<file path="src/rtl/core/tsf_pkg.sv">
// tsf_pkg: shared types and constants of the touch sample filter controller
// event codes, panel modes, report kinds and the result record
// no dependencies
`timescale 1ns / 1ps

package tsf_pkg;

   localparam int FIELD_BITS = 10;
   localparam int COUNT_BITS = 2;
   localparam logic [FIELD_BITS-1:0] ERROR_LIMIT_RESET = 10'd10;

   typedef enum logic [1:0] {
      OP_PEN_CHANGE = 2'd0,
      OP_CONV_DONE  = 2'd1,
      OP_TIMER_TICK = 2'd2,
      OP_UNUSED     = 2'd3
   } opcode_type;

   typedef enum logic [1:0] {
      MODE_WAIT_DOWN = 2'd0,
      MODE_MEASURE   = 2'd1,
      MODE_WAIT_UP   = 2'd2,
      MODE_UNCHANGED = 2'd3
   } mode_type;

   typedef enum logic [1:0] {
      REPORT_NONE    = 2'd0,
      REPORT_TOUCH   = 2'd1,
      REPORT_RELEASE = 2'd2
   } report_type;

   localparam logic [COUNT_BITS-1:0] LAST_SAMPLE = 2'd3;

   typedef struct packed {
      mode_type              mode;
      logic                  start;
      logic                  arm;
      report_type            kind;
      logic [FIELD_BITS-1:0] x_pos;
      logic [FIELD_BITS-1:0] y_pos;
   } rsp_type;

   // state update that goes with one event
   typedef struct packed {
      logic                  store_we;
      logic                  count_we;
      logic [COUNT_BITS-1:0] count;
   } upd_type;

endpackage

</file>
<file path="src/rtl/core/tsf_axis.sv">
// tsf_axis: batch check and four-sample mean for one axis
// depends on tsf_pkg
`timescale 1ns / 1ps

module tsf_axis #(
   parameter int SAMPLE_BITS = 10
) (
   input  logic [SAMPLE_BITS-1:0]          s0,
   input  logic [SAMPLE_BITS-1:0]          s1,
   input  logic [SAMPLE_BITS-1:0]          s2,
   input  logic [SAMPLE_BITS-1:0]          s3,
   input  logic [tsf_pkg::FIELD_BITS-1:0]  error_limit,
   output logic                            ok,
   output logic [tsf_pkg::FIELD_BITS-1:0]  mean
);

   localparam int CW = (SAMPLE_BITS > tsf_pkg::FIELD_BITS) ? SAMPLE_BITS
                                                            : tsf_pkg::FIELD_BITS;

   logic [SAMPLE_BITS:0]   sum01;
   logic [SAMPLE_BITS:0]   sum12;
   logic [SAMPLE_BITS-1:0] avg01;
   logic [SAMPLE_BITS-1:0] avg12;
   logic [SAMPLE_BITS-1:0] dev2;
   logic [SAMPLE_BITS-1:0] dev3;
   logic [SAMPLE_BITS+1:0] sum4;
   logic [CW-1:0]          limit_ext;

   always_comb begin
      sum01 = {1'b0, s0} + {1'b0, s1};
      sum12 = {1'b0, s1} + {1'b0, s2};
      avg01 = sum01[SAMPLE_BITS:1];
      avg12 = sum12[SAMPLE_BITS:1];
      dev2  = (avg01 > s2) ? (avg01 - s2) : (s2 - avg01);
      dev3  = (avg12 > s3) ? (avg12 - s3) : (s3 - avg12);
      limit_ext = CW'(error_limit);
      ok = (CW'(dev2) <= limit_ext) && (CW'(dev3) <= limit_ext);
      sum4 = {2'b00, s0} + {2'b00, s1} + {2'b00, s2} + {2'b00, s3};
      mean = tsf_pkg::FIELD_BITS'(sum4[SAMPLE_BITS+1:2]);
   end

endmodule

</file>
<file path="src/rtl/core/tsf_event.sv">
// tsf_event: event decode, result fields and sample counter update
// depends on tsf_pkg
`timescale 1ns / 1ps

module tsf_event (
   input  tsf_pkg::opcode_type                 opcode,
   input  logic                                down,
   input  logic [tsf_pkg::COUNT_BITS-1:0]      count,
   input  logic                                batch_ok,
   input  logic [tsf_pkg::FIELD_BITS-1:0]      x_mean,
   input  logic [tsf_pkg::FIELD_BITS-1:0]      y_mean,
   output tsf_pkg::rsp_type                    rsp,
   output tsf_pkg::upd_type                    upd
);

   always_comb begin
      rsp.mode   = tsf_pkg::MODE_UNCHANGED;
      rsp.start  = 1'b0;
      rsp.arm    = 1'b0;
      rsp.kind   = tsf_pkg::REPORT_NONE;
      rsp.x_pos  = '0;
      rsp.y_pos  = '0;
      upd.store_we = 1'b0;
      upd.count_we = 1'b0;
      upd.count    = '0;
      case (opcode)
         tsf_pkg::OP_PEN_CHANGE: begin
            if (down) begin
               rsp.mode  = tsf_pkg::MODE_MEASURE;
               rsp.start = 1'b1;
            end else begin
               rsp.mode = tsf_pkg::MODE_WAIT_DOWN;
            end
         end
         tsf_pkg::OP_CONV_DONE: begin
            upd.count_we = 1'b1;
            if (!down) begin
               rsp.kind = tsf_pkg::REPORT_RELEASE;
               rsp.mode = tsf_pkg::MODE_WAIT_DOWN;
            end else if (count == tsf_pkg::LAST_SAMPLE) begin
               rsp.mode = tsf_pkg::MODE_WAIT_UP;
               rsp.arm  = 1'b1;
               if (batch_ok) begin
                  rsp.kind  = tsf_pkg::REPORT_TOUCH;
                  rsp.x_pos = x_mean;
                  rsp.y_pos = y_mean;
               end
            end else begin
               upd.store_we = 1'b1;
               upd.count    = count + 1'b1;
               rsp.mode     = tsf_pkg::MODE_MEASURE;
               rsp.start    = 1'b1;
            end
         end
         tsf_pkg::OP_TIMER_TICK: begin
            if (down) begin
               rsp.mode  = tsf_pkg::MODE_MEASURE;
               rsp.start = 1'b1;
            end else begin
               rsp.kind = tsf_pkg::REPORT_RELEASE;
               rsp.mode = tsf_pkg::MODE_WAIT_DOWN;
            end
         end
         default: begin
         end
      endcase
   end

endmodule

</file>
<file path="src/rtl/core/touch_sample_filter_controller_unit.sv">
// touch_sample_filter_controller_unit: top level of the touch sample filter
// depends on tsf_pkg, tsf_axis, tsf_event
//
// usage:
//   req_* carries one event per request: opcode (pen change, conversion
//   done, timer tick), the X/Y samples and the two pen-up flags.
//   rsp_* returns exactly one result per request: next panel mode,
//   start-conversion, arm-timer, report kind and the four-sample means.
//   csr_* writes the error limit; csr_ready is always high. write it only
//   while no request is in flight.
// timing:
//   a request is taken into the input register, and its result, computed
//   from that register and the sample store in one pass, lands in the
//   result register once that register is free or being emptied. one
//   request per cycle is sustained while rsp_ready stays high; the limit
//   is the single compare/add pass between the two registers.
// stalls:
//   while rsp_ready is low the result register holds and the input
//   register can still take one more request; req_ready then drops.
// reset:
//   both registers empty, sample counter zero, error limit 10. the sample
//   store is not cleared; every entry is written before it is used.
`timescale 1ns / 1ps

module touch_sample_filter_controller_unit #(
   parameter int SAMPLE_BITS = 10
) (
   input  logic                               clock,
   input  logic                               reset,
   input  logic                               req_valid,
   output logic                               req_ready,
   input  logic [1:0]                         req_opcode,
   input  logic [tsf_pkg::FIELD_BITS-1:0]     req_x_sample,
   input  logic [tsf_pkg::FIELD_BITS-1:0]     req_y_sample,
   input  logic                               req_x_up_flag,
   input  logic                               req_y_up_flag,
   output logic                               rsp_valid,
   input  logic                               rsp_ready,
   output logic [1:0]                         rsp_panel_mode,
   output logic                               rsp_start_conversion,
   output logic                               rsp_arm_timer,
   output logic [1:0]                         rsp_report_kind,
   output logic [tsf_pkg::FIELD_BITS-1:0]     rsp_x_position,
   output logic [tsf_pkg::FIELD_BITS-1:0]     rsp_y_position,
   input  logic                               csr_valid,
   output logic                               csr_ready,
   input  logic [tsf_pkg::FIELD_BITS-1:0]     csr_wdata
);

   localparam int DEPTH = 1 << tsf_pkg::COUNT_BITS;

   // input register
   logic                          in_valid_ff;
   tsf_pkg::opcode_type           in_op_ff;
   logic [SAMPLE_BITS-1:0]        in_x_ff;
   logic [SAMPLE_BITS-1:0]        in_y_ff;
   logic                          in_down_ff;

   // result register
   logic                          out_valid_ff;
   tsf_pkg::rsp_type              out_ff;

   logic [tsf_pkg::FIELD_BITS-1:0] limit_ff;
   logic [tsf_pkg::COUNT_BITS-1:0] count_ff;
   logic [SAMPLE_BITS-1:0]         x_store_ff [DEPTH];
   logic [SAMPLE_BITS-1:0]         y_store_ff [DEPTH];

   logic                           advance;
   logic                           ok_x;
   logic                           ok_y;
   logic [tsf_pkg::FIELD_BITS-1:0] mean_x;
   logic [tsf_pkg::FIELD_BITS-1:0] mean_y;
   tsf_pkg::rsp_type               rsp_in;
   tsf_pkg::upd_type               upd;

   assign advance   = in_valid_ff && (!out_valid_ff || rsp_ready);
   assign req_ready = !in_valid_ff || advance;
   assign csr_ready = 1'b1;

   // the fourth sample goes straight from the input register into the check
   tsf_axis #(.SAMPLE_BITS(SAMPLE_BITS)) u_axis_x (
      .s0(x_store_ff[0]), .s1(x_store_ff[1]), .s2(x_store_ff[2]), .s3(in_x_ff),
      .error_limit(limit_ff), .ok(ok_x), .mean(mean_x)
   );

   tsf_axis #(.SAMPLE_BITS(SAMPLE_BITS)) u_axis_y (
      .s0(y_store_ff[0]), .s1(y_store_ff[1]), .s2(y_store_ff[2]), .s3(in_y_ff),
      .error_limit(limit_ff), .ok(ok_y), .mean(mean_y)
   );

   tsf_event u_event (
      .opcode(in_op_ff), .down(in_down_ff), .count(count_ff),
      .batch_ok(ok_x && ok_y), .x_mean(mean_x), .y_mean(mean_y),
      .rsp(rsp_in), .upd(upd)
   );

   always_ff @(posedge clock) begin
      if (reset) begin
         in_valid_ff  <= 1'b0;
         out_valid_ff <= 1'b0;
         count_ff     <= '0;
         limit_ff     <= tsf_pkg::ERROR_LIMIT_RESET;
      end else begin
         if (req_ready) begin
            in_valid_ff <= req_valid;
         end
         if (advance) begin
            out_valid_ff <= 1'b1;
         end else if (rsp_ready) begin
            out_valid_ff <= 1'b0;
         end
         if (advance && upd.count_we) begin
            count_ff <= upd.count;
         end
         if (csr_valid) begin
            limit_ff <= csr_wdata;
         end
      end
   end

   // payload registers, no reset
   always_ff @(posedge clock) begin
      if (req_valid && req_ready) begin
         in_op_ff   <= tsf_pkg::opcode_type'(req_opcode);
         in_x_ff    <= SAMPLE_BITS'(req_x_sample);
         in_y_ff    <= SAMPLE_BITS'(req_y_sample);
         in_down_ff <= !req_x_up_flag && !req_y_up_flag;
      end
      if (advance) begin
         out_ff <= rsp_in;
      end
      if (advance && upd.store_we) begin
         x_store_ff[count_ff] <= in_x_ff;
         y_store_ff[count_ff] <= in_y_ff;
      end
   end

   assign rsp_valid            = out_valid_ff;
   assign rsp_panel_mode       = out_ff.mode;
   assign rsp_start_conversion = out_ff.start;
   assign rsp_arm_timer        = out_ff.arm;
   assign rsp_report_kind      = out_ff.kind;
   assign rsp_x_position       = out_ff.x_pos;
   assign rsp_y_position       = out_ff.y_pos;

   // counter only moves on conversion events
   a_count_hold: assert property (@(posedge clock) disable iff (reset)
      (!advance || in_op_ff != tsf_pkg::OP_CONV_DONE) |=> $stable(count_ff))
      else $error("sample counter changed without a conversion");

   // a touch report always closes a batch
   a_touch_arms: assert property (@(posedge clock) disable iff (reset)
      (out_valid_ff && out_ff.kind == tsf_pkg::REPORT_TOUCH)
         |-> (out_ff.arm && out_ff.mode == tsf_pkg::MODE_WAIT_UP))
      else $error("touch report without timer arm");

   a_start_measure: assert property (@(posedge clock) disable iff (reset)
      (out_valid_ff && out_ff.start) |-> (out_ff.mode == tsf_pkg::MODE_MEASURE))
      else $error("start conversion outside measure mode");

   a_pos_zero: assert property (@(posedge clock) disable iff (reset)
      (out_valid_ff && out_ff.kind != tsf_pkg::REPORT_TOUCH)
         |-> (out_ff.x_pos == '0 && out_ff.y_pos == '0))
      else $error("position set without touch report");

   // a stalled result must not be overwritten
   a_no_overwrite: assert property (@(posedge clock) disable iff (reset)
      (out_valid_ff && !rsp_ready) |=> ($stable(out_ff) && out_valid_ff))
      else $error("stalled result changed");

endmodule

</file>
<file path="config.mk">
export PLATFORM = sky130hd
export DESIGN_NAME = touch_sample_filter_controller_unit
export DESIGN_NICKNAME = d
export VERILOG_FILES = /design/src/rtl/core/tsf_pkg.sv /design/src/rtl/core/tsf_axis.sv /design/src/rtl/core/tsf_event.sv /design/src/rtl/core/touch_sample_filter_controller_unit.sv
export SDC_FILE = /design/constraint.sdc
export NUM_CORES = 1
export LEC_CHECK = 0
export BUFFER_PORTS_ARGS = -buffer_cell sky130_fd_sc_hd__buf_2
export CORE_UTILIZATION = 49
export CTS_BUF_LIST = sky130_fd_sc_hd__clkbuf_8 sky130_fd_sc_hd__clkbuf_16
export CTS_CLUSTER_DIAMETER = 60
export CTS_CLUSTER_SIZE = 28
export DETAILED_ROUTE_END_ITERATION = 8
export GPL_ROUTABILITY_DRIVEN = 0
export GPL_TIMING_DRIVEN = 0
export PLACE_DENSITY = 0.66
export REMOVE_ABC_BUFFERS = 1
export SLEW_MARGIN = 20
export SYNTH_ARGS = -nofsm -noshare
export SYNTH_HDL_FRONTEND = slang
export SYNTH_SLANG_ARGS = --single-unit
</file>
<file path="constraint.sdc">
create_clock -name clock -period 12.9 [get_ports clock]
set_input_delay 0.645 -clock clock [delete_from_list [all_inputs] [get_ports clock]]
set_output_delay 0.645 -clock clock [all_outputs]
set_load 0.1 [all_outputs]
</file>
==> results of run 1 <==
## flip-flops by register name, indices dropped and copies added (netlist names)
register	cells
count_ff	2
in_down_ff	1
in_op_ff	2
in_valid_ff	1
in_x_ff	10
in_y_ff	10
limit_ff	10
rsp_arm_timer	1
rsp_panel_mode	2
rsp_report_kind	2
rsp_start_conversion	1
rsp_valid	1
rsp_x_position	10
rsp_y_position	10
x_store_ff	30
y_store_ff	30
## power groups by stage
stage / logic (mW) / registers [mW] / clock network [mW]
4_1_cts: 0.206 / 0.453 / 0.524
3_5_place_dp: 0.205 / 0.462 / 0
2_1_floorplan: 0.132 / 0.485 / 0
5_1_grt: 0.230 / 0.454 / 0.540
3_3_place_gp: 0.201 / 0.462 / 0
6_report: 0.207 / 0.453 / 0.519
## cell usage in the layout (no fill, tap or decap), types with 32 or more instances in the layout
| master | synthesis | routed |
|---|---|---|
| a21o_1 | 34 | 34 |
| a21oi_1 | 77 | 77 |
| buf_2 | 6 | 67 |
| edfxtp_1 | 109 | 109 |
| fa_1 | 32 | 32 |
| ha_1 | 186 | 186 |
| inv_1 | 159 | 159 |
| mux2i_1 | 37 | 37 |
| nand2_1 | 59 | 59 |
| nor2_1 | 88 | 87 |
| o21ai_0 | 44 | 44 |
| xnor2_1 | 43 | 43 |
## metal layers
layer / wire length [µm] / GRT usage (%) / up-vias / part of all wire [%]
li1: - / - / 4394 / -
met1: 13000 / 31.6 / 4045 / 51
met2: 10900 / 33.0 / 221 / 43
met3: 1280 / 3.92 / 20 / 5.0
met4: 234 / 5.32 / 0 / 0.92
met5: 0 / 0 / - / 0
## stage by stage
| stage | worst slack, ns | area, µm² | utilization (%) |
|---|---|---|---|
| CTS | 6.19 | 12900 | 56.1 |
| floorplan | 7.03 | 11500 | - |
| global route | 5.83 | 12900 | 56.2 |
| finish | 6.43 | 12900 | 56.2 |
| global placement | 5.65 | 12200 | 53.2 |
| detailed placement | 6.31 | 12200 | 53.4 |
## cell usage after synthesis, drive strengths merged (14+ instances only)
library cell / number / area [µm²]
a21o: 36 / 273
xnor2: 43 / 377
edfxtp: 109 / 3270
nand2: 59 / 221
o21ai: 48 / 240
xor2: 29 / 254
clkbuf: 14 / 52.6
dfxtp: 14 / 280
o21bai: 14 / 109
a21oi: 79 / 403
nor3: 29 / 150
nor2: 88 / 330
ha: 186 / 2330
fa: 32 / 641
inv: 159 / 597
nor2b: 22 / 138
mux2i: 37 / 370
nand3: 30 / 155
## logic make-up (layout without fill, tap and decap cells)
| logic type | after synthesis | after routing | share of synthesized area, % |
|---|---|---|---|
| buffers and inverters | 184 | 262 | 6.18 |
| other | 1 | 1 | 0.0323 |
| and+or+nand+nor | 302 | 302 | 12.9 |
| muxes | 37 | 37 | 3.19 |
| DFF | 123 | 123 | 30.6 |
| AOI/OAI and AO/OA | 272 | 272 | 16.0 |
| adders and majority gates | 218 | 218 | 25.6 |
| xor gates and xnor gates | 72 | 72 | 5.44 |
## layout make-up
cell class / instances / area (µm²)
Fill cell: 1999 / 10000
Multi-Input combinational cell: 902 / 7330
Sequential cell: 123 / 3550
Inverter: 159 / 597
Clock buffer: 17 / 425
Tap cell: 313 / 392
Timing Repair Buffer: 71 / 369
Clock inverter: 15 / 200
## worst max-delay path: cells and delay by family (launching register included)
kind | cells | cell delay [ns]
AO/OA/AOI/OAI | 15 | 3.38
adder cells (fa/ha/maj) | 3 | 1.07
AND/OR/NAND/NOR | 2 | 0.49
flip-flops | 1 | 0.46
XOR/XNOR | 2 | 0.34
multiplexers | 1 | 0.28
buffers and inverters | 1 | 0.28
## worst min path at each step
stage / from / to / slack [ns]
floorplan: count_ff[1] / count_ff[1] / 0.46
global placement: limit_ff[7] / limit_ff[7] / 0.47
detailed placement: limit_ff[9] / limit_ff[9] / 0.49
CTS: req_opcode[0] / in_op_ff[0] / 0.38
global route: req_y_sample[3] / in_y_ff[3] / 0.38
finish: req_x_sample[0] / in_x_ff[0] / 0.39
==> results.md, run 1 <==
- DP HPWL: 20100 µm
- Grt ovf: 0
- Net Sw Power: 343 µW
- RSZ-0062 raised after global routing: no
- DR WL/cell: 15.8 µm
- Gate power share: 17.5%
- Core ar.: 0.0229 mm²
- Worst Path Max Fanout: 10
- Worst Skew: 0.00924 ns
- Slew Limit Fails: 0
- Inserted Clock Buffers: 17
- First-pass GRT wire length: 41100 µm
- IO Port Bufs: 66
- Hold_buf cts: 0
- Part of the power in registers: 38.5%
- Setup repair bufs after CTS: 0
- Largest net degree at the start of global routing: 28
- Slowest CP cell: a21oi_1
- Hold_ws: 0.393 ns
- DR vias/cell: 5.43
- Hold Path Stages: 1
- H-tree depth: 4
- Mapped Area: 0.0116 mm²
- Clk slew on worst S/H paths: 0.06 ns
- Site Rows: 55
- Async S/R FF share, synth: 0%
- Die area: 0.0243 mm²
- EDFF count, synth: 109
- Layout cells sized above 1: 10.9%
- Reg2Reg Setup Slack: 6.43 ns
- CTS tree: done
- Max-Cap Viols: 0
- Setup TNS Final: 0 ns
- Data arrival time of the worst path: 6.70 ns
- Nets: 1531
- Slew at the pin closest to its max-slew limit: 1.07 ns
- Peak Freq: 154 MHz
- Area Growth Syn to Fin: 11.0%
- Placed Cells incl. Taps: 1566
- Critical Path RT: 13.13 ns
- Initial antenna violation count: 0
- DRT Wirelength: 25300 µm
- Reg2Reg Depth: 24
- Chip height: 156 µm
- Synthesized instance count: 1209
- Reported leakage power: 5.87 nW
- Root Buffer Master: clkbuf_16
- Io pins: 68
- Avg Synthesized Cell Area: 9.59 µm²
- Sequential area share after synthesis: 30.6%
- Critical path's largest stage delay: 0.52 ns
- # diodes: 0
- Clock Path Buffers: 2
- Setup CP Type: flop to flop
- Crit-path cells: and2_1 -> fa_1 -> a21o_1 -> a21oi_1 -> o21bai_1 -> a21oi_1 -> o21ai_0 -> xor2_1 -> ha_1 -> a21o_1 -> a21o_1 -> a21oi_1 -> a21o_1 -> mux2i_1 -> xnor2_1 -> ha_1 -> a21o_1 -> a21o_1 -> a21o_1 -> a21oi_1 -> o221a_2 -> o211ai_1 -> buf_4 -> nor4_1
- Vias in the first global route: 8398
- Crit share post-route: 50.2%
- Status: finished, final reports clean
- Syn. warnings: 0
- Element type at the critical path start: flop
- Initial DRC Count: 522
- Min-delay worst type: primary input to flop
- Crit path to: rsp_x_position[1]
- Initial Util: 50.6%
- Most frequent CP cell: a21o_1
- Switching part of the total: 29.1%
- Worst skew pair latency: 0.42 ns
- Synth cell types: 75
- Final setup vio count: 0
- Hold Fails Final Rpt: 0
- Tmin final: 6.47 ns
- CP endpoint kind: flop
- Non-Filler Instances: 1600
- Clock power share: 44.0%
- Chip width: 156 µm
- Via Count: 8680
- GRT Resource Usage Total: 21.7%
- PD cells: 91.6 mW/mm²
- Clock sinks: 123
- VDD IR max: 0.0876 mV
- DRC: 0
- Worst Setup SP: x_store_ff[2][0]
- Slew margin rel.: 28.8%
- Total Power: 1.18 mW
- Count of state elements after synthesis: 123
- Worst r2r src: x_store_ff[2][0]
- FF-to-FF End: rsp_x_position[1]
- # resized after CTS: 0
- Synth Flop Type: edfxtp_1
- Post-route ant nets: 0
- Pint: 835 µW
- First drt pass iteration count: 5
(Power assumes the default switching activity.)
==> run 2, diff against run 1 <==
--- a/config.mk
+++ b/config.mk
@@ -13,7 +13,7 @@
 export DETAILED_ROUTE_END_ITERATION = 8
 export GPL_ROUTABILITY_DRIVEN = 0
 export GPL_TIMING_DRIVEN = 0
-export PLACE_DENSITY = 0.66
+export PLACE_DENSITY = 0.69
 export REMOVE_ABC_BUFFERS = 1
 export SLEW_MARGIN = 20
 export SYNTH_ARGS = -nofsm -noshare
==> constraint.sdc (replaced) <==
create_clock -name clock -period 5.5 [get_ports clock]
set_input_delay 0.275 -clock clock [delete_from_list [all_inputs] [get_ports clock]]
set_output_delay 0.275 -clock clock [all_outputs]
set_load 0.1 [all_outputs]
==> run 2 against run 1 <==
Compared with the run above:
- register-to-register slack got worse by 6.5 ns
- the flow now finishes with violations (negative setup slack)
- die area unchanged
- power up 130%
- largest power group unchanged
- sequential cell count stayed put
- sequential power up 130%
- highest routed layer unchanged
- setup slack worse by 6.5 ns
- clock skew hardly changed
- combinational power increased to 2.8 times the previous value
- cell count rose by 4.5%
- non-clock buffer count rose by 72
- global-route usage grew 0.93 points
==> results.md, run 2 (synthesized netlist as in run 1, its figures left out) <==
- RSZ-0062 raised after global routing: yes
- Clock Path Buffers: 2 (unchanged)
- Element type at the critical path start: flop
- Critical Path RT: 5.76 ns (-7.37 ns)
- Part of the power in registers: 39.3% (+0.8 points)
- Worst r2r src: y_store_ff[1][1]
- Status: finished, violations left
- Final Util: 61.6% (+5.4 points)
- Slew Limit Fails: 0 (unchanged)
- Vias in the first global route: 8800 (+4.8%)
- Worst Setup SP: y_store_ff[1][1]
- Slew at the pin closest to its max-slew limit: 0.741 ns (-0.328 ns)
- Layout cells sized above 1: 23.1% (+12 points)
- Worst skew pair latency: 0.42 ns (about the same)
- Setup CP Type: flop to flop
- PD cells: 192 mW/mm² (+110%)
- Reported leakage power: 6.29 nW (+7.3%)
- DR WL/cell: 16.8 µm (+6.3%)
- Core ar.: 0.0229 mm² (unchanged)
- CP endpoint kind: flop
- Clock sinks: 123 (unchanged)
- First drt pass iteration count: 5 (unchanged)
- Fill count: 1783 (-11%)
- Placement Setup Slack: -1.29 ns (-7.59 ns)
- Die area: 0.0243 mm² (unchanged)
- Most common cell after layout, fill and taps aside: ha_1
- Data arrival time of the worst path: 5.83 ns (-0.87 ns)
- Crit path to: rsp_y_position[1]
- Slew margin rel.: 50.6% (+22 points)
- Pint: 1.89 mW (+130%)
- Root Buffer Master: clkbuf_16
- Reg2Reg Depth: 24 (unchanged)
- Placed Cells incl. Taps: 1566 (unchanged)
- Worst Skew: 0.00921 ns (-0.0000257 ns)
- Area Growth Syn to Fin: 21.7%
- First-pass GRT wire length: 43000 µm (+4.7%)
- Final setup vio count: 12 (+12)
- Initial Util: 50.6% (unchanged)
- Hold_ws: 0.0246 ns (-0.368 ns)
- Clock power share: 39.6% (-4.4 points)
- Initial antenna violation count: 0 (unchanged)
- Hold_buf cts: 0 (unchanged)
- Site Rows: 55 (unchanged)
- Gate power share: 21.1% (+3.6 points)
- Min-delay worst type: primary input to flop
- Non-Filler Instances: 1672 (+4.5%)
- FF-to-FF End: rsp_y_position[1]
- # diodes: 0 (unchanged)
- Via Count: 9330 (+7.5%)
- Grt ovf: 0 (unchanged)
- IO Port Bufs: 66 (unchanged)
- Peak Freq: 179 MHz (+16%)
- Crit share post-route: 101% (+51 points)
- Top Registers: x_store_ff x30, y_store_ff x30
- Hold Fails Final Rpt: 0 (unchanged)
- DP HPWL: 20000 µm (-0.73%)
- Clk slew on worst S/H paths: 0.06 ns (about the same)
- Switching part of the total: 30.2% (+1.1 points)
- H-tree depth: 4 (unchanged)
- Worst Path Max Fanout: 5 (-5)
- GRT Resource Usage Total: 22.6% (+0.93 points)
- Chip height: 156 µm (unchanged)
- DRT Wirelength: 28100 µm (+11%)
- Failing checks: negative setup slack
- Chip width: 156 µm (unchanged)
- Post-route ant nets: 0 (unchanged)
- VDD IR max: 0.214 mV (+140%)
- Tmin final: 5.57 ns (-0.899 ns)
- Io pins: 68 (unchanged)
- DR vias/cell: 5.58 (+2.9%)
- Reg2Reg Setup Slack: -0.07 ns (-6.50 ns)
- Final WS setup: -0.0741 ns (-6.50 ns)
- CTS tree: done
- DRC: 0 (unchanged)
- Max-Cap Viols: 0 (unchanged)
- Initial DRC Count: 792 (+52%)
- Largest net degree at the start of global routing: 28 (unchanged)
- Setup TNS Final: -0.350 ns (-0.350 ns)
- Net Sw Power: 817 µW (+140%)
- Commonest non-fill, non-tap cells in the layout: 170 x ha_1, 160 x inv_1, 109 x edfxtp_1
- Inserted Clock Buffers: 17 (unchanged)
- Nets: 1603 (+4.7%)
run 2: worst max-delay path: stages, from the launching register on:
cell and delay, ns:
edfxtp_1 0.46, buf_6 0.16, fa_2 0.39, a21o_1 0.20, a21oi_2 0.17, o21bai_1 0.12
a21oi_2 0.21, buf_4 0.14, xnor2_1 0.18, inv_1 0.09, ha_1 0.26, o41ai_1 0.69
o21ba_2 0.23, mux2i_2 0.07, xor2_1 0.22, ha_1 0.29, a21o_1 0.18, a21o_1 0.18
a21oi_2 0.13, o21ai_1 0.08, a22oi_1 0.25, o211ai_1 0.15, buf_6 0.18, buf_8 0.14
nor4_4 0.23
run 2: layout make-up:
cell class	instances	area, µm²	area share (%)
repair buffers	143	1020	7.25
multi-input cells	902	8000	56.7
flip-flops and latches	123	3550	25.2
inverters	159	597	4.23
clock buffers	17	425	3.01
clock inverters	15	126	0.895
well taps	313	392	2.77
run 2: worst min path at each step:
stage / from / end / slack (ns) / depth (start not counted)
5_1_grt: req_opcode[1] / in_op_ff[1] / 0.01 / 1
3_3_place_gp: req_x_sample[7] / in_x_ff[7] / 0.45 / 1
4_1_cts: req_opcode[1] / in_op_ff[1] / 0.01 / 1
3_5_place_dp: req_x_sample[5] / in_x_ff[5] / 0.45 / 1
2_1_floorplan: reset / count_ff[1] / 0.34 / 1
6_report: req_y_sample[6] / in_y_ff[6] / 0.02 / 1
run 2: power by group through the flow:
stage	registers, mW	logic, mW	clock network (mW)
floorplan	1.14	0.308	0
global placement	1.08	0.470	0
detailed placement	1.08	0.480	0
CTS	1.06	0.515	1.08
global route	1.07	0.622	1.12
finish	1.06	0.570	1.07
run 2: per-layer routing:
metal / vias up / share of wire [%] / track usage, %
met4: 0 / 2.1 / 7.84
met5: - / 0 / 0
met1: 4411 / 46 / 31.5
met2: 325 / 45 / 35.0
li1: 4536 / - / -
met3: 58 / 6.6 / 4.22
run 2: timing repair:
action                                  in CTS  in global routing
pin swaps                                   38                105
setup buffers                               40                 32
resized for setup                           72                 86
endpoints found under the setup margin      21                 21
gates cloned                                 1                  2
run 2: through the flow:
step / instance area (µm²) / power (mW)
final: 14100 / 2.71
after detailed placement: 12200 / 1.56
after floorplan: 11500 / 1.45
after global routing: 14100 / 2.81
after global placement: 12200 / 1.55
after CTS: 13400 / 2.66
==> run 3, diff against run 2 <==
--- a/config.mk
+++ b/config.mk
@@ -9,11 +9,11 @@
 export CORE_UTILIZATION = 49
 export CTS_BUF_LIST = sky130_fd_sc_hd__clkbuf_8 sky130_fd_sc_hd__clkbuf_16
 export CTS_CLUSTER_DIAMETER = 60
-export CTS_CLUSTER_SIZE = 28
+export CTS_CLUSTER_SIZE = 24
 export DETAILED_ROUTE_END_ITERATION = 8
 export GPL_ROUTABILITY_DRIVEN = 0
 export GPL_TIMING_DRIVEN = 0
-export PLACE_DENSITY = 0.69
+export PLACE_DENSITY = 0.66
 export REMOVE_ABC_BUFFERS = 1
 export SLEW_MARGIN = 20
 export SYNTH_ARGS = -nofsm -noshare
==> constraint.sdc (replaced) <==
create_clock -name clock -period 5.8 [get_ports clock]
set_input_delay 0.29 -clock clock [delete_from_list [all_inputs] [get_ports clock]]
set_output_delay 0.29 -clock clock [all_outputs]
set_load 0.1 [all_outputs]
==> run 3 against run 2 <==
Compared with the run above:
- cell count is 1.1% lower
- the run now ends clean
- routed wire length shrank 4.5%
- cell area decreased by 2.1%
- die area is the same
- clock-buffer cell count unchanged
==> results.md, run 3 (synthesized netlist as in run 1, its figures left out) <==
- Status: finished, final reports clean
- Top Registers: x_store_ff x30, y_store_ff x30
- Placed inst area: 0.0122 mm² (unchanged)
- Grt ovf: 0 (unchanged)
- Setup CP Type: flop to flop
- DR vias/cell: 5.45 (-2.3%)
- Non-Filler Instances: 1654 (-1.1%)
- Gate power share: 19.0% (-2.1 points)
- Worst Path Max Fanout: 6 (+1)
- Worst Setup SP: y_store_ff[1][1]
- Slew margin rel.: 29.9% (-21 points)
- Reg2Reg Setup Slack: 0.20 ns (+0.28 ns)
- Reported leakage power: 6.21 nW (-1.3%)
- Slew Limit Fails: 0 (unchanged)
- Chip width: 156 µm (unchanged)
- Inserted Clock Buffers: 17 (unchanged)
- Hold Fails Final Rpt: 0 (unchanged)
- Final setup vio count: 0 (-12)
- DR WL/cell: 16.3 µm (-3.4%)
- Hold_ws: 0.0376 ns (+0.0130 ns)
- Crit share post-route: 96.5% (-4.8 points)
- Root Buffer Master: clkbuf_16
- DP HPWL: 20100 µm (+0.74%)
- DRC: 0 (unchanged)
- VDD IR max: 0.194 mV (-9.7%)
- Crit path to: rsp_y_position[3]
- Initial Util: 50.6% (unchanged)
- Nets: 1585 (-1.1%)
- Worst Skew: 0.00897 ns (-0.000241 ns)
- Clock sinks: 123 (unchanged)
- # diodes: 0 (unchanged)
- Switching part of the total: 29.3% (-0.84 points)
- Slew at the pin closest to its max-slew limit: 1.05 ns (+0.311 ns)
- Vias in the first global route: 8535 (-3.0%)
- CP endpoint kind: flop
- GRT Resource Usage Total: 22.0% (-0.59 points)
- Pint: 1.88 mW (-0.26%)
- Part of the power in registers: 37.8% (-1.5 points)
- Element type at the critical path start: flop
- Post-route ant nets: 0 (unchanged)
- Chip height: 156 µm (unchanged)
- First-pass GRT wire length: 41700 µm (-3.0%)
- Placement Setup Slack: -0.791 ns (+0.495 ns)
- Most common cell after layout, fill and taps aside: ha_1
- Tmin final: 5.60 ns (+0.0228 ns)
- Layout cells sized above 1: 19.0% (-4.1 points)
- First drt pass iteration count: 6 (+1)
- Min-delay worst type: primary input to flop
- Area Growth Syn to Fin: 19.1%
- CTS tree: done
- Clk slew on worst S/H paths: 0.07 ns (about the same)
- FF-to-FF End: rsp_y_position[3]
- H-tree depth: 4 (unchanged)
- Net Sw Power: 783 µW (-4.2%)
- IO Port Bufs: 66 (unchanged)
- Initial DRC Count: 639 (-19%)
- Total Power: 2.67 mW (-1.4%)
- Slowest CP cell: edfxtp_1
- Site Rows: 55 (unchanged)
- Most frequent CP cell: a21o_1
- Peak Freq: 179 MHz (-0.41%)
- Clock power share: 43.2% (+3.6 points)
- Worst r2r src: y_store_ff[1][1]
- Core ar.: 0.0229 mm² (unchanged)
- Placed Cells incl. Taps: 1566 (unchanged)
- Worst skew pair latency: 0.42 ns (about the same)
- Design area: 0.0138 mm² (-2.1%)
- Final WS setup: 0.203 ns (+0.277 ns)
- Die area: 0.0243 mm² (unchanged)
- Critical path's largest stage delay: 0.46 ns (-0.23 ns)
- DRT Wirelength: 26900 µm (-4.5%)
- Io pins: 68 (unchanged)
- Data arrival time of the worst path: 5.84 ns (about the same)
- Reg2Reg Depth: 26 (+8.3%)
- PD cells: 193 mW/mm² (+0.70%)
- Critical Path RT: 6.05 ns (+0.29 ns)
- Clock Path Buffers: 2 (unchanged)
- Max-Cap Viols: 0 (unchanged)
- Commonest non-fill, non-tap cells in the layout: 176 x ha_1, 159 x inv_1, 109 x edfxtp_1
- Via Count: 9013 (-3.4%)
- Initial antenna violation count: 0 (unchanged)
- Largest net degree at the start of global routing: 28 (unchanged)
-- run 3: cell count changes in the layout (fill, tap and decap cells not counted), sizes merged --
cell,delta
bufinv,+2
clkinvlp,-4
inv,+7
buf,-16
clkbuf,-2
clkinv,-5
-- run 3: worst min-delay path by stage --
stage / startpoint / endpoint / slack, ns / cells past startpoint
after floorplan: reset / count_ff[1] / 0.36 / 1
after global placement: req_y_sample[8] / in_y_ff[8] / 0.47 / 1
after detailed placement: req_x_sample[2] / in_x_ff[2] / 0.47 / 1
after CTS: req_opcode[0] / in_op_ff[0] / 0.02 / 1
after global routing: req_y_sample[3] / in_y_ff[3] / 0.02 / 1
final: req_x_sample[0] / in_x_ff[0] / 0.04 / 1
-- run 3: layout make-up --
| cell class | count | area, µm² |
|---|---|---|
| clock buffers | 17 | 425 |
| clock inverters | 15 | 200 |
| fillers | 1882 | 9100 |
| inverters | 159 | 597 |
| multi-input cells | 902 | 7800 |
| flip-flops and latches | 123 | 3550 |
| well taps | 313 | 392 |
| repair buffers | 125 | 846 |
-- run 3: per-stage QoR --
step	util (%)	setup TNS, ns
floorplan	-	-0.930
global placement	53.2	-29.30
detailed placement	53.4	-14.23
CTS	57.1	0
global route	60.3	-0.459
finish	60.3	0
-- run 3: power by group through the flow --
stage	clock (mW)	sequential, mW	combinational (mW)
2_1_floorplan	0	1.08	0.293
6_report	1.15	1.01	0.505
5_1_grt	1.20	1.01	0.557
3_5_place_dp	0	1.03	0.456
4_1_cts	1.17	1.01	0.470
3_3_place_gp	0	1.03	0.446
-- run 3: critical path: cells and delay by family (launching register included) --
family | cells | cell delay [ns]
compound gates | 13 | 2.07
fa+ha+maj | 3 | 1.00
buf+inv | 5 | 0.80
flops | 1 | 0.46
simple gates | 2 | 0.46
xor+xnor | 2 | 0.41
mux | 1 | 0.22
-- run 3: layer usage --
metal | global-route usage [%] | share of wire [%]
met1 | 31.3 | 49
met2 | 33.9 | 45
met3 | 4.86 | 5.6
met4 | 5.14 | 0.98
met5 | 0 | 0
-- run 3: what timing repair did --
| item | CTS | global route |
|---|---|---|
| gates cloned | 0 | 1 |
| hold buffers | 0 | 0 |
| gates resized for setup | 27 | 74 |
| pin swaps | 7 | 45 |
| buffers inserted | 14 | 41 |
| setup endpoints to repair | 21 | 21 |
